## config.mk

```make
export PLATFORM = sky130hd
export DESIGN_NAME = lcd_text_glyph_writer_top
export DESIGN_NICKNAME = d
export VERILOG_FILES = /design/src/design/ltgw_pkg.sv /design/src/design/ltgw_front.sv /design/src/design/ltgw_queue.sv /design/src/design/ltgw_back.sv /design/src/design/lcd_text_glyph_writer_top.sv
export SDC_FILE = /design/constraint.sdc
export NUM_CORES = 1
export LEC_CHECK = 0
export BUFFER_PORTS_ARGS = -buffer_cell sky130_fd_sc_hd__buf_4
export CORE_ASPECT_RATIO = 0.8
export CORE_MARGIN = 1
export CORE_UTILIZATION = 53
export DETAILED_ROUTE_END_ITERATION = 12
export PLACE_DENSITY = 0.83
export SLEW_MARGIN = 20
export SYNTH_ARGS = -nofsm -noshare
export SYNTH_HDL_FRONTEND = slang
export SYNTH_SLANG_ARGS = --single-unit
```

## constraint.sdc

```tcl
create_clock -name clk -period 9.3 [get_ports clk]
set_input_delay 0 -clock clk [delete_from_list [all_inputs] [get_ports clk]]
set_output_delay 0 -clock clk [all_outputs]
set_load 0.01 [all_outputs]
```

## src/design/ltgw_pkg.sv

```systemverilog
package ltgw_pkg;

	localparam int WRAP_COLUMN_DEF = 60;
	localparam int QUEUE_DEPTH_DEF = 2;
	localparam int GLYPH_W = 6;
	localparam int BEATS = GLYPH_W + 2;
	localparam int BEAT_W = $clog2(BEATS);
	localparam int SLOT_W = 6;
	localparam int MAX_PAGE = 8;
	localparam int MAX_COL = 64;

	localparam logic [1:0] FUNC_PUT = 2'd0;
	localparam logic [1:0] FUNC_HOME = 2'd1;
	localparam logic [1:0] FUNC_DRAW = 2'd2;

	localparam logic [1:0] KIND_CMD = 2'd0;
	localparam logic [1:0] KIND_DATA = 2'd1;
	localparam logic [1:0] KIND_STATUS = 2'd2;

	localparam logic [7:0] CH_LF = 8'd10;
	localparam logic [7:0] CH_CR = 8'd13;
	localparam logic [7:0] PAGE_CMD = 8'hB8;
	localparam logic [7:0] COL_CMD = 8'h40;

	localparam logic [SLOT_W-1:0] SLASH_SLOT = 6'd10;
	localparam logic [SLOT_W-1:0] ALPHA_BASE = 6'd11;
	localparam logic [SLOT_W-1:0] BLANK_SLOT = 6'd37;

	typedef struct packed {
		logic [1:0] func;
		logic [7:0] character;
		logic [7:0] col;
		logic [7:0] row;
	} ltgw_in_t;

	typedef struct packed {
		logic [1:0] kind;
		logic [7:0] lcd_byte;
		logic       error;
		logic       last;
	} ltgw_out_t;

	// One queued job: a full draw or a single status result.
	typedef struct packed {
		logic              draw;
		logic              error;
		logic [7:0]        page_cmd;
		logic [7:0]        col_cmd;
		logic [SLOT_W-1:0] slot;
	} ltgw_job_t;

	// Digits take slots 0 to 9, slash 10, letters from ALPHA_BASE, blank last.
	function automatic logic [SLOT_W-1:0] pick_slot(input logic [7:0] ch,
		input logic allow_slash);
		logic [SLOT_W-1:0] s;
		s = BLANK_SLOT;
		if (ch inside {["0":"9"]}) begin
			s = SLOT_W'(ch - 8'h30);
		end else if (allow_slash && ch == 8'h2F) begin
			s = SLASH_SLOT;
		end else if (ch inside {["A":"Z"]}) begin
			s = ALPHA_BASE + SLOT_W'(ch - 8'h41);
		end else if (ch inside {["a":"z"]}) begin
			s = ALPHA_BASE + SLOT_W'(ch - 8'h61);
		end
		return s;
	endfunction

	// Glyph columns, leftmost column in the top byte.
	function automatic logic [7:0] glyph_byte(input logic [SLOT_W-1:0] slot,
		input logic [BEAT_W-1:0] idx);
		logic [47:0] r;
		logic [7:0]  b;
		case (slot)
			6'd0: r = 48'h003C42423C00;
			6'd1: r = 48'h0008047E0000;
			6'd2: r = 48'h0064524A4600;
			6'd3: r = 48'h004A4A4A3C00;
			6'd4: r = 48'h00302824_7E00;
			6'd5: r = 48'h004E4A4A3200;
			6'd6: r = 48'h007E4A4A7A00;
			6'd7: r = 48'h000272_0A0600;
			6'd8: r = 48'h007E4A4A7E00;
			6'd9: r = 48'h004E4A4A7E00;
			6'd10: r = 48'h006010080600;
			6'd11: r = 48'h007C12127C00;
			6'd12: r = 48'h007E4A4A6400;
			6'd13: r = 48'h003C42424200;
			6'd14: r = 48'h007E42423C00;
			6'd15: r = 48'h007E4A4A4A00;
			6'd16: r = 48'h007E0A0A0200;
			6'd17: r = 48'h003C42527200;
			6'd18: r = 48'h007E08087E00;
			6'd19: r = 48'h00007E000000;
			6'd20: r = 48'h0042422E0200;
			6'd21: r = 48'h007E08246200;
			6'd22: r = 48'h007E40404000;
			6'd23: r = 48'h007E0408047E;
			6'd24: r = 48'h007E0408107E;
			6'd25: r = 48'h007E42427E00;
			6'd26: r = 48'h007E12121E00;
			6'd27: r = 48'hFFFFFFFFFFFF;
			6'd28: r = 48'h007E12324C00;
			6'd29: r = 48'h004E4A4A7A00;
			6'd30: r = 48'h0002027E0202;
			6'd31: r = 48'h007E40407E00;
			6'd32: r = 48'h001E2040201E;
			6'd33: r = 48'h007E2010207E;
			6'd34: r = 48'h006618186600;
			6'd35: r = 48'h000204780402;
			6'd36: r = 48'h0062524A4600;
			default: r = 48'h000000000000;
		endcase
		case (idx)
			3'd0: b = r[47:40];
			3'd1: b = r[39:32];
			3'd2: b = r[31:24];
			3'd3: b = r[23:16];
			3'd4: b = r[15:8];
			3'd5: b = r[7:0];
			default: b = 8'h00;
		endcase
		return b;
	endfunction

endpackage

```

## src/design/ltgw_front.sv

```systemverilog
module ltgw_front import ltgw_pkg::*; #(
	parameter int WRAP_COLUMN = WRAP_COLUMN_DEF
) (
	input  logic      clk,
	input  logic      arst_n,
	input  logic      in_valid,
	output logic      in_ready,
	input  ltgw_in_t  in_item,
	output logic      job_push,
	output ltgw_job_t job,
	input  logic      job_room
);

	localparam logic [6:0] WrapCol = 7'(WRAP_COLUMN);

	logic [5:0] cursor_col_q;
	logic [3:0] cursor_page_q;
	logic [5:0] col_d;
	logic [3:0] page_d;
	logic [6:0] adv_sum;
	logic       wrap;
	logic [3:0] lf_page;
	logic       accept;

	assign in_ready = job_room;
	assign accept = in_valid && job_room;
	assign job_push = accept;

	assign adv_sum = {1'b0, cursor_col_q} + 7'(GLYPH_W);
	assign wrap = adv_sum >= WrapCol;
	assign lf_page = {1'b0, cursor_page_q[2:0] + 3'd1};

	always_comb begin
		job = '0;
		job.slot = BLANK_SLOT;
		col_d = cursor_col_q;
		page_d = cursor_page_q;
		case (in_item.func)
			FUNC_PUT: begin
				if (in_item.character == CH_LF) begin
					if (wrap) begin
						col_d = '0;
						page_d = lf_page + 4'd1;
					end else begin
						col_d = adv_sum[5:0];
						page_d = lf_page;
					end
				end else if (in_item.character == CH_CR) begin
					col_d = '0;
				end else if (cursor_page_q > 4'(MAX_PAGE)) begin
					job.error = 1'b1;
				end else begin
					job.draw = 1'b1;
					job.page_cmd = PAGE_CMD | {4'b0, cursor_page_q};
					job.col_cmd = COL_CMD | {2'b0, cursor_col_q};
					job.slot = pick_slot(in_item.character, 1'b0);
					if (wrap) begin
						col_d = '0;
						page_d = cursor_page_q + 4'd1;
					end else begin
						col_d = adv_sum[5:0];
					end
				end
			end
			FUNC_HOME: begin
				col_d = '0;
				page_d = {1'b0, in_item.row[2:0]};
			end
			FUNC_DRAW: begin
				if (in_item.row > 8'(MAX_PAGE) || in_item.col > 8'(MAX_COL)) begin
					job.error = 1'b1;
				end else begin
					job.draw = 1'b1;
					job.page_cmd = PAGE_CMD | in_item.row;
					job.col_cmd = COL_CMD | in_item.col;
					job.slot = pick_slot(in_item.character, 1'b1);
				end
			end
			default: begin
				job.draw = 1'b0;
			end
		endcase
	end

	always_ff @(posedge clk or negedge arst_n) begin
		if (!arst_n) begin
			cursor_col_q <= '0;
			cursor_page_q <= '0;
		end else if (accept) begin
			cursor_col_q <= col_d;
			cursor_page_q <= page_d;
		end
	end

endmodule

```

## src/design/ltgw_queue.sv

```systemverilog
module ltgw_queue import ltgw_pkg::*; #(
	parameter int DEPTH = QUEUE_DEPTH_DEF
) (
	input  logic      clk,
	input  logic      arst_n,
	input  logic      push,
	input  ltgw_job_t push_job,
	output logic      room,
	input  logic      pop,
	output logic      head_valid,
	output ltgw_job_t head_job
);

	localparam int AW = (DEPTH > 1) ? $clog2(DEPTH) : 1;
	localparam logic [AW-1:0] LastIdx = AW'(DEPTH - 1);

	ltgw_job_t       slots_q [DEPTH];
	logic [AW-1:0]   wr_ptr_q;
	logic [AW-1:0]   rd_ptr_q;
	logic [AW:0]     count_q;

	assign room = count_q != (AW+1)'(DEPTH);
	assign head_valid = count_q != '0;
	assign head_job = slots_q[rd_ptr_q];

	always_ff @(posedge clk) begin
		if (push) begin
			slots_q[wr_ptr_q] <= push_job;
		end
	end

	always_ff @(posedge clk or negedge arst_n) begin
		if (!arst_n) begin
			wr_ptr_q <= '0;
			rd_ptr_q <= '0;
			count_q <= '0;
		end else begin
			if (push) begin
				wr_ptr_q <= (wr_ptr_q == LastIdx) ? '0 : wr_ptr_q + AW'(1);
			end
			if (pop) begin
				rd_ptr_q <= (rd_ptr_q == LastIdx) ? '0 : rd_ptr_q + AW'(1);
			end
			if (push && !pop) begin
				count_q <= count_q + (AW+1)'(1);
			end else if (pop && !push) begin
				count_q <= count_q - (AW+1)'(1);
			end
		end
	end

endmodule

```

## src/design/ltgw_back.sv

```systemverilog
module ltgw_back import ltgw_pkg::*; (
	input  logic      clk,
	input  logic      arst_n,
	input  logic      head_valid,
	input  ltgw_job_t head_job,
	output logic      pop,
	output logic      out_valid,
	input  logic      out_ready,
	output ltgw_out_t out_item
);

	localparam logic [BEAT_W-1:0] LastBeat = BEAT_W'(BEATS - 1);

	logic [BEAT_W-1:0] beat_q;
	logic [BEAT_W-1:0] glyph_idx;
	logic              out_valid_q;
	ltgw_out_t         out_q;
	ltgw_out_t         beat_d;
	logic              load;

	assign load = head_valid && (!out_valid_q || out_ready);
	assign pop = load && beat_d.last;
	assign glyph_idx = beat_q - BEAT_W'(2);
	assign out_valid = out_valid_q;
	assign out_item = out_q;

	always_comb begin
		beat_d = '0;
		if (!head_job.draw) begin
			beat_d.kind = KIND_STATUS;
			beat_d.error = head_job.error;
			beat_d.last = 1'b1;
		end else if (beat_q == '0) begin
			beat_d.kind = KIND_CMD;
			beat_d.lcd_byte = head_job.page_cmd;
		end else if (beat_q == BEAT_W'(1)) begin
			beat_d.kind = KIND_CMD;
			beat_d.lcd_byte = head_job.col_cmd;
		end else begin
			beat_d.kind = KIND_DATA;
			beat_d.lcd_byte = glyph_byte(head_job.slot, glyph_idx);
			beat_d.last = beat_q == LastBeat;
		end
	end

	always_ff @(posedge clk or negedge arst_n) begin
		if (!arst_n) begin
			beat_q <= '0;
			out_valid_q <= 1'b0;
		end else begin
			if (load) begin
				beat_q <= beat_d.last ? '0 : beat_q + BEAT_W'(1);
				out_valid_q <= 1'b1;
			end else if (out_ready) begin
				out_valid_q <= 1'b0;
			end
		end
	end

	always_ff @(posedge clk) begin
		if (load) begin
			out_q <= beat_d;
		end
	end

endmodule

```

## src/design/lcd_text_glyph_writer_top.sv

```systemverilog
// Channel   Handshake             Payload     Per item
// input     in_valid / in_ready   ltgw_in_t   one character code and function
// output    out_valid / out_ready ltgw_out_t  LCD command, data or status byte
//
// A drawn character gives 8 results, passed through the output register one after another;
// line feed, carriage return, home, rejects and unused codes give 1 result.
// The single output register, one byte per cycle unless out_ready stalls it, sets the rate;
// items are taken back to back while the job queue has room; the cursor moves at acceptance.
// Reset clears the cursor to column 0, page 0 and empties the queue.
// A stalled output holds its result; the queue then fills and in_ready drops.
module lcd_text_glyph_writer_top import ltgw_pkg::*; #(
	parameter int WRAP_COLUMN = WRAP_COLUMN_DEF,
	parameter int QUEUE_DEPTH = QUEUE_DEPTH_DEF
) (
	input  logic      clk,
	input  logic      arst_n,
	input  logic      in_valid,
	output logic      in_ready,
	input  ltgw_in_t  in_item,
	output logic      out_valid,
	input  logic      out_ready,
	output ltgw_out_t out_item
);

	logic      job_push;
	logic      job_room;
	ltgw_job_t job;
	logic      head_valid;
	ltgw_job_t head_job;
	logic      pop;

	ltgw_front #(
		.WRAP_COLUMN(WRAP_COLUMN)
	) u_front (
		.clk      (clk),
		.arst_n   (arst_n),
		.in_valid (in_valid),
		.in_ready (in_ready),
		.in_item  (in_item),
		.job_push (job_push),
		.job      (job),
		.job_room (job_room)
	);

	ltgw_queue #(
		.DEPTH(QUEUE_DEPTH)
	) u_queue (
		.clk        (clk),
		.arst_n     (arst_n),
		.push       (job_push),
		.push_job   (job),
		.room       (job_room),
		.pop        (pop),
		.head_valid (head_valid),
		.head_job   (head_job)
	);

	ltgw_back u_back (
		.clk        (clk),
		.arst_n     (arst_n),
		.head_valid (head_valid),
		.head_job   (head_job),
		.pop        (pop),
		.out_valid  (out_valid),
		.out_ready  (out_ready),
		.out_item   (out_item)
	);

endmodule

```

* Yosys cells after proc, flatten, opt, wreduce, memory -nomap -nowiden *
Memory sizes are Yosys's and may differ from the RTL's.
Index checks and enable logic that the tools add are counted.

cells by class
  multiplexer cells = 41
  $add $sub $neg = 15
  order comparisons = 10
  bitwise gates (word level) = 1
  eq/ne operators = 17
  reduce and logical (&&, ||, !) cells = 23

operator list
  operator                                                                           number
  6-bit 2-to-1 mux                                                                   9
  24-bit 2-to-1 mux                                                                  2
  8-bit case mux with 6 select lines                                                 1
  23-bit case mux with 2 select lines                                                1
  22-bit 2-to-1 mux                                                                  2
  4-bit 2-to-1 mux                                                                   5
  8-bit by 4-bit equality test with 1-bit output (second input constant)             2
  8-bit by 7-bit >= comparator with 1-bit output (second input constant)             2
  8-bit by 7-bit less-or-equal comparator with 1-bit output (second input constant)  2
  1-bit 2-to-1 mux                                                                   13
  4-bit by 6-bit adder with 6-bit output (first input constant)                      2
  6-bit case mux with 2 select lines                                                 1
  6-bit subtractor (second input constant)                                           2
  10-bit 2-to-1 mux                                                                  1
  3-bit equality test (second input constant)                                        3
  9-bit 2-to-1 mux                                                                   1
  8-bit by 6-bit equality test with 1-bit output (second input constant)             1
  8-bit by 6-bit >= comparator with 1-bit output (second input constant)             1
  8-bit by 4-bit greater-than comparator with 1-bit output (second input constant)   1
  8-bit by 7-bit greater-than comparator with 1-bit output (second input constant)   1
  8-bit by 6-bit less-or-equal comparator with 1-bit output (second input constant)  1
  1-bit logical AND                                                                  8
  4-bit case mux with 2 select lines                                                 1
  2-bit nonzero test                                                                 4
  30 further kinds                                                                   40

storage, ports and cells
  output and inout port bits = 14
  logic and storage cells = 121
  memories kept = 2
  RAM bits = 48
  input bits = 30
  bits in read-only memories = 3,072
  register bits after elaboration = 30

memories
  name             words  width  read ports  clocked after Yosys merged registers in  wr ports  RTL line          RTL
  (no name shown)  64     48     1           0                                        0         ltgw_pkg.sv:74    case (slot)
  u_queue.slots_q  2      24     1           0                                        1         ltgw_queue.sv:17  ltgw_job_t slots_q [DEPTH];

* Longest topological paths before layout *
Gate-level depths: netlist (run 1).

  word-level depth = 9
  gate-level depth with buffers = 12
  mapped depth without buffers = 9

* Modules after synthesis *
Synthesis (run 1) repeated with hierarchy kept, for this count alone.

unflattened totals
  cell total of the unflattened synthesis = 604
  area total of the unflattened synthesis = 5,921.9 µm²

modules (own cells, without submodules)
  module      area each (µm²)  cells each  sequential area each (µm²)  instances
  ltgw_back   2,499.9          330         460.4                       1
  ltgw_queue  2,023.2          91          1,541.5                     1
  ltgw_front  1,398.8          183         250.2                       1

* Worst setup path before layout (run 1) *
OpenSTA, ideal clock, no wires.

  kind = register to register
  start = reg u_queue.rd_ptr_q
  end = reg u_back.out_q (netlist bit u_back.out_item[7]) (data pin)
  path slack = 6,370 ps
  buffers on the path = 3
  data arrival time = 2,664 ps
  data required time = 9,035 ps
  library setup time = 265 ps
  stages on the path, launching flop included = 13
  clock period less this slack = 2,930 ps
  cells stage by stage = dfrtp_1 buf_6 buf_6 mux2i_1 inv_1 ha_1 clkbuf_1 o211ai_1 o31a_1 nor3_1 a2111o_1 a211oi_1 a31oi_1

on the way
  longest elaborated chain between the ends = 5

ends and longest elaborated chain
  item                                RTL line          RTL
  start, declared                     ltgw_queue.sv:19  logic [AW-1:0] rd_ptr_q;
  start signal, assigned              ltgw_queue.sv:42  rd_ptr_q <= (rd_ptr_q == LastIdx) ? '0 : rd_ptr_q + AW'(1);
  memory read 2 x 24 bit *            -
  memory read 64 x 48 bit             -
  8-bit case mux with 6 select lines  ltgw_pkg.sv:114   case (idx)
  9-bit 2-to-1 mux                    ltgw_back.sv:36   end else if (beat_q == BEAT_W'(1)) begin
  10-bit 2-to-1 mux                   ltgw_back.sv:33   end else if (beat_q == '0) begin
  end signal, assigned                ltgw_back.sv:62   out_q <= beat_d;
  end, declared                       ltgw_back.sv:17   ltgw_out_t out_q;

Every way passes the cells marked *; elsewhere a longest branch is shown, timed or not.
A chain may end at the register's enable or synchronous reset.

* Worst setup path after layout (run 1) *
  start = reg u_queue.rd_ptr_q
  end = reg u_back.out_q (netlist bit u_back.out_item[4]) (data pin)

The elaborated chain is that of the path after synthesis.

==> results.json, run 1 <==
{
  "synth_to_final_area_change_pct": 10.9,
  "critPathSlowestCell": "sky130_fd_sc_hd__mux2i_1",
  "post_synth_and_or_nand_nor_area_fraction_pct": 18.4,
  "ys_warn_count": 0,
  "setup_tns_ps": 0,
  "synth.ff_latch_count": 68,
  "first_global_vias": 5065,
  "wire_length_per_cell_after_detailed_routing_um": 22.4,
  "period_share_pct": 44.3,
  "drt_drc_violations_left": 0,
  "cp_cell_sequence": "buf_4 > mux2i_1 > inv_1 > ha_1 > o211ai_1 > o31a_1 > nor3_1 > a211oi_1 > o41ai_1 > o31a_1",
  "combinational_power_share_pct": 52.6,
  "switching_power_w": 0.000820,
  "initial_core_util_pct": 55.3,
  "hold_slack_ps": 26.7,
  "fin_worst_skew_ps": 6.27,
  "die_height_um": 95.2,
  "grt_setup_unrepaired": "false",
  "grt_max_degree": 64,
  "synth.lib_cells_used.distinct": 86,
  "dieArea_sq_um": 11300,
  "antenna_diode_count": 0,
  "clkLatencyLatePin_ps": 330,
  "netlist_area_sq_um": 5750,
  "timing.reg2reg.setup_slack_ps": 5180,
  "synthAdderAreaFrac_pct": 6.29,
  "p_leak_nw": 2.41,
  "synth_area_leader_cell": "sky130_fd_sc_hd__edfxtp_1",
  "yosysSeqAreaShare_pct": 33.9,
  "ctsResizeCount": 0,
  "slew_headroom_pct": 25.3,
  "min-delay-start": "in_item[12]",
  "synth-compound-area-share_pct": 26.0,
  "clk_transition_reported_paths_ps": 50,
  "drt_iter0_drc": 675,
  "detail_route.first_pass.iterations": 6,
  "route.detailed.vias_per_inst": 6.81,
  "asyncSetResetFlopFracSynth_pct": 26.5,
  "synth-xor-area-share_pct": 1.52,
  "drv_cap": 0,
  "chip_width_um": 118,
  "synth.cells.most_frequent": "sky130_fd_sc_hd__nor2_1 (53), sky130_fd_sc_hd__edfxtp_1 (50), sky130_fd_sc_hd__nand2_1 (50)",
  "max-vdd-ir-drop_uv": 131,
  "report.final.setup_viol": 0,
  "timing.fmax_mhz": 243,
  "min_to": "u_queue.slots_q[0][10]$_DFFE_PP_",
  "p_seq_share_pct": 29.0,
  "cts_max_level": 3,
  "cp_data_arrival_time_ps": 4190,
  "postSynthAreaPerCell_sq_um": 8.92,
  "fp.coreArea_sq_um": 10400,
  "crit-reg2reg-launch": "u_queue.rd_ptr_q$_DFFE_PN0P_",
  "globalplace.congestion": 1.02,
  "critical_path.most_common_cell": "sky130_fd_sc_hd__o31a_1",
  "critical_path.n_buffers_inverters": 2,
  "max_slew_vio_count": 0,
  "power.density_nw_per_um2": 289,
  "numClockSinks": 68,
  "grt_usage_pct": 32.6,
  "synth_mux_area_share_pct": 7.26,
  "post-synth-top-count-cell": "sky130_fd_sc_hd__nor2_1",
  "regToRegEndpoint": "u_back.out_item[4]$_SDFFCE_PN0P_",
  "dpl-instance-area_sq_um": 6050,
  "cts_tree": "built",
  "antenna_left": 0,
  "worst-setup-path-type": "flip-flop to flip-flop",
  "clock-root-buffer": "sky130_fd_sc_hd__clkbuf_16",
  "post-dp-hpwl_um": 12900,
  "filler_cell_count": 923,
  "wirelength_um": 18100,
  "finalCoreUtilization_pct": 61.3,
  "ctsLongestPathBuffers": 2,
  "timing.final.crit_period_ps": 4120,
  "drive_above_1_share_pct": 14.6,
  "cts-buffers-inserted": 9,
  "status": "complete, no violations",
  "place.port_buffers": 43,
  "timing.hold.worst.class": "input pin to flip-flop",
  "worst-endpoint-required_ps": 9370,
  "endpoint_kind": "flip-flop",
  "largest_delay_contributor_family_on_the_critical_path": "compound AO/OA/AOI/OAI gates",
  "cp_max_fo": 63,
  "sw_frac_of_total_pct": 44.4,
  "yosys-top-cells-area": "sky130_fd_sc_hd__edfxtp_1 (26%), sky130_fd_sc_hd__dfrtp_1 (7.8%), sky130_fd_sc_hd__ha_1 (6.1%)",
  "crit_path_max_incr_delay_ps": 660,
  "post-route-cell-area_sq_um": 6380,
  "grt_residual_overflow": 0,
  "rr_worst_depth": 10,
  "number_of_standard_cells_after_synthesis": 645,
  "wire_length_of_the_first_global_routing_pass_um": 27900,
  "top_level_i_o_count": 44,
  "synthFlopType": "sky130_fd_sc_hd__edfxtp_1",
  "cell_internal_pwr_w": 0.00103,
  "synth_top_cell_area_share_pct": 26.1,
  "finish.net_count": 719,
  "hold-path-cell-count": 2,
  "tightestPinTransition_ps": 1100,
  "main_combinational_cell_family_by_area_after_synthesis": "compound AO/OA/AOI/OAI gates",
  "synth_edf_count": 50,
  "grt_antenna_before_repair": 1,
  "report.final.hold_viol_count": 0,
  "rows": 33,
  "clock_power_share_pct": 18.4,
  "crit_path_start_kind": "flip-flop",
  "vias": 5489
}
[registers in the layout, indices dropped and copies added (netlist names)]
register               cells
u_back.out_valid           1
u_front.cursor_page_q      4
u_queue.slots_q           38
u_queue.rd_ptr_q           1
u_back.beat_q              3
u_back.out_item           12
u_queue.wr_ptr_q           1
u_front.cursor_col_q       6
u_queue.count_q            2
[repair_timing]
action,CTS,global route
endpoints found under the hold margin,21,0
buffers inserted,0,0
hold buffers,3,0
[metal layers]
| metal | vias to the layer above | wire length [um] | global-route usage [%] | part of all wire, % |
|---|---|---|---|---|
| li1 | 2477 | - | - | - |
| met1 | 2597 | 7470 | 43.6 | 41 |
| met2 | 361 | 7920 | 49.7 | 44 |
| met3 | 52 | 2270 | 12.3 | 13 |
| met4 | 2 | 374 | 8.65 | 2.1 |
| met5 | - | 15 | 0 | 0.083 |
[placed cells by master (no fill, tap or decap), types with 5 or more instances in the layout]
cell,synthesis,final
sky130_fd_sc_hd__o22ai_1,7,7
sky130_fd_sc_hd__a22o_1,8,8
sky130_fd_sc_hd__mux2i_1,20,18
sky130_fd_sc_hd__clkbuf_16,0,9
sky130_fd_sc_hd__nand4_1,7,7
sky130_fd_sc_hd__nor4_1,5,5
sky130_fd_sc_hd__a21oi_1,48,48
sky130_fd_sc_hd__a2111oi_0,5,5
sky130_fd_sc_hd__nor2b_1,9,9
sky130_fd_sc_hd__ha_1,28,28
sky130_fd_sc_hd__o31a_1,5,5
sky130_fd_sc_hd__o21a_1,6,6
sky130_fd_sc_hd__a31oi_1,6,6
sky130_fd_sc_hd__edfxtp_1,50,50
sky130_fd_sc_hd__a211oi_1,17,17
sky130_fd_sc_hd__dfrtp_1,18,17
sky130_fd_sc_hd__nand3_1,20,20
sky130_fd_sc_hd__o211ai_1,12,12
sky130_fd_sc_hd__xnor2_1,6,6
sky130_fd_sc_hd__a21o_1,7,7
sky130_fd_sc_hd__o21ai_1,5,5
sky130_fd_sc_hd__o31ai_1,6,6
sky130_fd_sc_hd__buf_4,3,49
sky130_fd_sc_hd__nor2_1,53,53
sky130_fd_sc_hd__o21ai_0,33,33
sky130_fd_sc_hd__nor3_1,18,18
sky130_fd_sc_hd__nand2b_1,11,11
sky130_fd_sc_hd__mux2_2,11,11
sky130_fd_sc_hd__nand2_1,50,50
sky130_fd_sc_hd__inv_1,27,27
[worst reg2reg max path: stages (launching register included)]
cell and delay [ps]:
sky130_fd_sc_hd__dfrtp_2 390, sky130_fd_sc_hd__buf_4 590, sky130_fd_sc_hd__mux2i_1 680, sky130_fd_sc_hd__inv_1 270
sky130_fd_sc_hd__ha_1 520, sky130_fd_sc_hd__o211ai_1 290, sky130_fd_sc_hd__o31a_1 190, sky130_fd_sc_hd__nor3_1 90
sky130_fd_sc_hd__a211oi_1 420, sky130_fd_sc_hd__o41ai_1 150, sky130_fd_sc_hd__o31a_1 270
[layout make-up]
type                       count  area, sq um  share of cell area [%]
clock buffer                  14          264                    4.14
inverter                      30          113                    1.77
multi-input combinational    500         3440                    54.0
tap                          140          175                    2.75
clock inverter                 2         33.8                   0.530
sequential                    68         1950                    30.6
timing repair buffer          52          398                    6.24
[power groups by stage]
stage | Sequential [W] | Combinational, W | Clock (W)
CTS | 0.000534 | 0.000943 | 0.000342
finish | 0.000535 | 0.000971 | 0.000340
floorplan | 0.000513 | 0.000692 | 0
global placement | 0.000530 | 0.000936 | 0
global route | 0.000549 | 0.00105 | 0.000358
detailed placement | 0.000538 | 0.000936 | 0
[cells by family after synthesis]
kind of cell / count (synthesis)
other cells: 1
flops: 68
fa+ha+maj: 29
buf+inv: 80
simple gates: 206
mux: 37
xor+xnor: 10
compound gates: 214
[per-stage QoR]
step                worst slack [ps]  cells  total power [W]
global placement                5430    787          0.00147
CTS                             5290    806          0.00182
global route                    4940    806          0.00195
finish                          5180    806          0.00185
detailed placement              5310    787          0.00147
floorplan                       6370    648          0.00121
[how the worst max path moves through the flow]
stage	end	depth (start not counted)	startpoint	slack, ps
3_3_place_gp	u_back.out_item[8]$_SDFFCE_PN0P_	9	u_queue.slots_q[0][2]$_DFFE_PP_	5430
6_report	u_back.out_item[4]$_SDFFCE_PN0P_	10	u_queue.rd_ptr_q$_DFFE_PN0P_	5180
2_1_floorplan	u_back.out_item[7]$_SDFFCE_PN0P_	12	u_queue.rd_ptr_q$_DFFE_PN0P_	6370
5_1_grt	u_back.out_item[4]$_SDFFCE_PN0P_	10	u_queue.rd_ptr_q$_DFFE_PN0P_	4940
3_5_place_dp	u_back.out_item[4]$_SDFFCE_PN0P_	10	u_queue.rd_ptr_q$_DFFE_PN0P_	5310
4_1_cts	u_back.out_item[4]$_SDFFCE_PN0P_	10	u_queue.rd_ptr_q$_DFFE_PN0P_	5290
Note: power is estimated with default switching activity, not from simulation.
==> run 2, diff against run 1 <==
--- a/config.mk
+++ b/config.mk
@@ -10,7 +10,7 @@
 export CORE_MARGIN = 1
 export CORE_UTILIZATION = 53
 export DETAILED_ROUTE_END_ITERATION = 12
-export PLACE_DENSITY = 0.83
+export PLACE_DENSITY = 0.85
 export SLEW_MARGIN = 20
 export SYNTH_ARGS = -nofsm -noshare
 export SYNTH_HDL_FRONTEND = slang
==> constraint.sdc (replaced) <==
create_clock -name clk -period 3.6 [get_ports clk]
set_input_delay 0 -clock clk [delete_from_list [all_inputs] [get_ports clk]]
set_output_delay 0 -clock clk [all_outputs]
set_load 0.01 [all_outputs]
==> run 2 against run 1 <==
  * Setup slack worse by 4800 ps
  * First-iteration DRC count increased by 12%
  * Die area unchanged
==> results.json, run 2 (same netlist as run 1, synthesis figures left out) <==
{
  "wire_length_per_cell_after_detailed_routing_um": 21.6,
  "place.port_buffers": 43,
  "antenna_left": 0,
  "vias": 5565,
  "chip_width_um": 118,
  "drive_above_1_share_pct": 16.8,
  "p_seq_share_pct": 29.3,
  "first_global_vias": 5126,
  "tightestPinTransition_ps": 844,
  "seqCellArea_sq_um": 1950,
  "period_share_pct": 88.9,
  "sw_frac_of_total_pct": 45.4,
  "dieArea_sq_um": 11300,
  "rows": 33,
  "detail_route.first_pass.iterations": 6,
  "multi_input_area_sq_um": 3440,
  "cp_max_fo": 7,
  "max_slew_vio_count": 0,
  "grt_usage_pct": 31.7,
  "post-dp-hpwl_um": 13100,
  "drt_drc_violations_left": 0,
  "switching_power_w": 0.00216,
  "cts_tree": "built",
  "grt_max_degree": 43,
  "clkLatencyLatePin_ps": 330,
  "power.density_nw_per_um2": 735,
  "post-route-cell-area_sq_um": 6480,
  "initial_core_util_pct": 55.3,
  "combinational_power_share_pct": 54.3,
  "setup_tns_ps": 0,
  "hold-path-cell-count": 2,
  "crit_path_start_kind": "flip-flop",
  "drt_iter0_drc": 753,
  "layout_commonest_cell": "sky130_fd_sc_hd__buf_4",
  "fin_worst_skew_ps": 9.50,
  "dpl-instance-area_sq_um": 6170,
  "grt_setup_unrepaired": "false",
  "wirelength_um": 17800,
  "slew_headroom_pct": 42.3,
  "drv_cap": 0,
  "synth_to_final_area_change_pct": 12.7,
  "cell_internal_pwr_w": 0.00260,
  "timing.fmax_mhz": 312,
  "cp_data_arrival_time_ps": 3280,
  "status": "complete, no violations",
  "top_level_i_o_count": 44,
  "route.detailed.vias_per_inst": 6.75,
  "grt_residual_overflow": 0,
  "mostFrequentLayoutCells": "sky130_fd_sc_hd__buf_4 (66), sky130_fd_sc_hd__nor2_1 (53), sky130_fd_sc_hd__nand2_1 (50), sky130_fd_sc_hd__edfxtp_1 (50), sky130_fd_sc_hd__a21oi_1 (48)",
  "cts_setup_buffers": 0,
  "grt_antenna_before_repair": 0,
  "largest_register_ff_count": 38,
  "clk_transition_reported_paths_ps": 60,
  "finish.net_count": 737,
  "clock-root-buffer": "sky130_fd_sc_hd__clkbuf_16",
  "worst-endpoint-required_ps": 3670,
  "fp.coreArea_sq_um": 10400,
  "numClockSinks": 68,
  "cts_max_level": 3,
  "die_height_um": 95.2,
  "max-vdd-ir-drop_uv": 341,
  "rr_worst_depth": 9,
  "globalplace.congestion": 1.08,
  "p_leak_nw": 2.49,
  "largest_register": "u_queue.slots_q",
  "report.final.setup_viol": 0,
  "wire_length_of_the_first_global_routing_pass_um": 27200,
  "antenna_diode_count": 0,
  "clock_power_share_pct": 16.5,
  "timing.final.crit_period_ps": 3200,
  "worst-setup-path-type": "flip-flop to flip-flop",
  "ctsLongestPathBuffers": 2,
  "endpoint_kind": "flip-flop",
  "cts-buffers-inserted": 9,
  "report.final.hold_viol_count": 0,
  "timing.hold.worst.class": "input pin to flip-flop",
  "filler_cell_count": 855
}
-- run 2: area by class of cell --
class,instances,share of cell area [%]
clock buffer,10,3.53
clock inverter,6,0.637
inverter,30,1.74
multi-input combinational,500,53.0
sequential,68,30.1
tap,140,2.70
timing repair buffer,70,8.26
-- run 2: power groups by stage --
stage	Combinational [W]	Clock (W)	Sequential, W
after floorplan	0.00179	0	0.00133
after global placement	0.00247	0	0.00138
final	0.00258	0.000784	0.00140
after detailed placement	0.00248	0	0.00140
after global routing	0.00276	0.000829	0.00142
after CTS	0.00250	0.000796	0.00139
-- run 2: per-layer routing --
| metal | track usage [%] | part of all wire (%) | routed length [um] | up-vias |
|---|---|---|---|---|
| met4 | 9.39 | 2.6 | 460 | 0 |
| met5 | 0 | 0 | 0 | - |
| met1 | 41.6 | 42 | 7390 | 2611 |
| li1 | - | - | - | 2521 |
| met3 | 11.9 | 13 | 2270 | 48 |
| met2 | 48.8 | 43 | 7670 | 385 |
-- run 2: path summary, 6_finish.rpt --
path                            slack, ps                                to                          from
max in group asynchronous            3270      u_queue.rd_ptr_q$_DFFE_PN0P_                        arst_n
worst max-delay path                  400  u_back.out_item[4]$_SDFFCE_PN0P_  u_queue.rd_ptr_q$_DFFE_PN0P_
worst min-delay path                   30  u_queue.slots_q[0][11]$_DFFE_PP_                   in_item[13]
worst max register to register        400  u_back.out_item[4]$_SDFFCE_PN0P_  u_queue.rd_ptr_q$_DFFE_PN0P_
min in group asynchronous              90      u_back.out_valid$_DFFE_PN0P_                        arst_n
worst min register to register        510      u_back.out_valid$_DFFE_PN0P_  u_back.out_valid$_DFFE_PN0P_
-- run 2: per-stage QoR --
stage | worst slack, ps | power, W | utilization (%) | std cells | hold slack, ps
floorplan | 670 | 0.00312 | - | 648 | -296
global placement | 620 | 0.00385 | 59.3 | 804 | -111
global route | 295 | 0.00501 | 62.3 | 824 | 28.9
CTS | 477 | 0.00469 | 62.3 | 824 | 10.2
detailed placement | 501 | 0.00388 | 59.3 | 804 | -103
finish | 399 | 0.00476 | 62.3 | 824 | 26.9
-- run 2: what timing repair did --
action,4_1_cts,5_1_grt
hold buffers,4,0
hold endpoints to repair,23,0
gates resized for setup,0,0
-- run 2: worst max-delay path, cell delays in order (launching register included) --
cell	delay [ps]
sky130_fd_sc_hd__dfrtp_2	490
sky130_fd_sc_hd__mux2i_1	610
sky130_fd_sc_hd__inv_1	250
sky130_fd_sc_hd__ha_1	290
sky130_fd_sc_hd__o211ai_1	180
sky130_fd_sc_hd__o31a_1	180
sky130_fd_sc_hd__nor3_1	80
sky130_fd_sc_hd__a211oi_1	440
sky130_fd_sc_hd__o41ai_1	150
sky130_fd_sc_hd__o31a_1	270
==> run 3, diff against run 2 <==
--- a/config.mk
+++ b/config.mk
@@ -10,7 +10,8 @@
 export CORE_MARGIN = 1
 export CORE_UTILIZATION = 53
 export DETAILED_ROUTE_END_ITERATION = 12
-export PLACE_DENSITY = 0.85
+export HOLD_SLACK_MARGIN = 0.08
+export PLACE_DENSITY = 0.83
 export SLEW_MARGIN = 20
 export SYNTH_ARGS = -nofsm -noshare
 export SYNTH_HDL_FRONTEND = slang
==> constraint.sdc (replaced) <==
create_clock -name clk -period 3.96 [get_ports clk]
set_input_delay 0 -clock clk [delete_from_list [all_inputs] [get_ports clk]]
set_output_delay 0 -clock clk [all_outputs]
set_load 0.01 [all_outputs]
==> run 3 against run 2 <==
  * First-iteration DRC count decreased by 2.0%
  * Sequential share of layout area decreased by 0.15 points
  * Via count about the same
  * Final area up 0.50%
  * Sequential power shrank 11%
  * Critical endpoint is now u_back.out_item[7]$_SDFFCE_PN0P_
  * Largest cell class unchanged
  * Highest routed layer is now met5
==> results.json, run 3 (same netlist as run 1, synthesis figures left out) <==
{
  "hold_slack_ps": 110,
  "detail_route.first_pass.iterations": 7,
  "mostFrequentLayoutCells": "sky130_fd_sc_hd__buf_4 (57), sky130_fd_sc_hd__nor2_1 (53), sky130_fd_sc_hd__nand2_1 (50), sky130_fd_sc_hd__edfxtp_1 (50), sky130_fd_sc_hd__a21oi_1 (48)",
  "cts_tree": "built",
  "clock-root-buffer": "sky130_fd_sc_hd__clkbuf_16",
  "max_slew_vio_count": 0,
  "period_share_pct": 85.6,
  "wirelength_um": 18200,
  "regToRegEndpoint": "u_back.out_item[7]$_SDFFCE_PN0P_",
  "total_power_w": 0.00433,
  "grt_antenna_before_repair": 1,
  "finish.net_count": 738,
  "timing.hold.worst.class": "input pin to async pin",
  "dieArea_sq_um": 11300,
  "crit-reg2reg-launch": "u_queue.rd_ptr_q$_DFFE_PN0P_",
  "post-dp-hpwl_um": 13200,
  "largest_register": "u_queue.slots_q",
  "timing.reg2reg.setup_slack_ps": 570,
  "clkLatencyLatePin_ps": 330,
  "cts_setup_buffers": 0,
  "globalplace.congestion": 1.05,
  "finalCoreUtilization_pct": 62.6,
  "endpoint_kind": "flip-flop",
  "ctsResizeCount": 0,
  "report.final.setup_viol": 0,
  "wire_length_of_the_first_global_routing_pass_um": 28200,
  "slew_headroom_pct": 32.0,
  "cp_data_arrival_time_ps": 3460,
  "clk_transition_reported_paths_ps": 60,
  "first_global_vias": 5175,
  "drt_drc_violations_left": 0,
  "p_leak_nw": 2.48,
  "wire_length_per_cell_after_detailed_routing_um": 22.0,
  "report.final.hold_viol_count": 0,
  "route.detailed.vias_per_inst": 6.74,
  "power.density_nw_per_um2": 665,
  "ctsLongestPathBuffers": 2,
  "cts_max_level": 3,
  "fp.coreArea_sq_um": 10400,
  "timing.final.crit_period_ps": 3390,
  "grt_usage_pct": 32.8,
  "tightestPinTransition_ps": 1020,
  "top_level_i_o_count": 44,
  "die_height_um": 95.2,
  "cp_max_fo": 12,
  "drt_iter0_drc": 738,
  "place.port_buffers": 43,
  "fin_worst_skew_ps": 6.30,
  "layout_commonest_cell": "sky130_fd_sc_hd__buf_4",
  "rr_worst_depth": 9,
  "status": "complete, no violations",
  "synth_to_final_area_change_pct": 13.2,
  "rows": 33,
  "grt_residual_overflow": 0,
  "worst-endpoint-required_ps": 4030,
  "setup_tns_ps": 0,
  "max-vdd-ir-drop_uv": 329,
  "grt_setup_unrepaired": "false",
  "largest_register_ff_count": 38,
  "vias": 5563,
  "chip_width_um": 118,
  "drv_cap": 0,
  "worst-setup-path-type": "flip-flop to flip-flop",
  "numClockSinks": 68,
  "antenna_left": 0,
  "cts-buffers-inserted": 9,
  "drive_above_1_share_pct": 15.5,
  "crit_path_start_kind": "flip-flop",
  "grt_max_degree": 40,
  "initial_core_util_pct": 55.3,
  "antenna_diode_count": 0,
  "timing.fmax_mhz": 295
}
run 3: cell count changes in the layout (fill, tap and decap cells not counted), sizes merged:
cell         delta
dlygate4sd3    +10
buf             -9
run 3: layer usage:
metal | track usage [%] | vias to the layer above | wire length, um
li1 | - | 2505 | -
met1 | 44.1 | 2617 | 7790
met2 | 49.9 | 379 | 7790
met3 | 9.87 | 60 | 2010
met4 | 12.1 | 2 | 550
met5 | 0 | - | 13
run 3: critical path, stage by stage, from the launching register on:
cell and delay, ps:
sky130_fd_sc_hd__dfrtp_2 420, sky130_fd_sc_hd__mux2i_1 640, sky130_fd_sc_hd__inv_1 270, sky130_fd_sc_hd__ha_1 430
sky130_fd_sc_hd__o211ai_1 240, sky130_fd_sc_hd__o31a_1 200, sky130_fd_sc_hd__nor3_1 100, sky130_fd_sc_hd__a2111o_1 440
sky130_fd_sc_hd__a211oi_1 260, sky130_fd_sc_hd__a31oi_1 120
run 3: cell type report:
cell class              count  area [sq um]
inverters                  30           113
clock inverters             6          41.3
multi-input cells         500          3440
flip-flops and latches     68          1950
well taps                 140           175
fillers                   867          3890
clock buffers              10           229
repair buffers             71           568
run 3: timing repair:
| item | 4_1_cts | 5_1_grt |
|---|---|---|
| endpoints found under the hold margin | 41 | 0 |
| endpoints found under the setup margin | 0 | 0 |
| hold buffers | 14 | 0 |
run 3: where the power goes:
part           internal, W  switching [W]  total, W
clock             0.000423       0.000311  0.000734
combinational     0.000867        0.00148   0.00235
sequential         0.00106       0.000193   0.00125
total              0.00235        0.00198   0.00433
run 3: worst max-delay path by stage:
stage          slack [ps]                                to                          from
2_1_floorplan        1030  u_back.out_item[7]$_SDFFCE_PN0P_  u_queue.rd_ptr_q$_DFFE_PN0P_
3_3_place_gp          720  u_back.out_item[7]$_SDFFCE_PN0P_  u_queue.rd_ptr_q$_DFFE_PN0P_
3_5_place_dp          640  u_back.out_item[7]$_SDFFCE_PN0P_  u_queue.rd_ptr_q$_DFFE_PN0P_
4_1_cts               630  u_back.out_item[7]$_SDFFCE_PN0P_  u_queue.rd_ptr_q$_DFFE_PN0P_
5_1_grt               330  u_back.out_item[4]$_SDFFCE_PN0P_  u_queue.rd_ptr_q$_DFFE_PN0P_
6_report              570  u_back.out_item[7]$_SDFFCE_PN0P_  u_queue.rd_ptr_q$_DFFE_PN0P_
run 3: metrics by stage:
step | instances | instance area (sq um) | setup slack [ps]
floorplan | 648 | 5760 | 1030
global placement | 795 | 6100 | 718
detailed placement | 795 | 6100 | 637
CTS | 825 | 6520 | 626
global route | 825 | 6520 | 330
finish | 825 | 6520 | 571
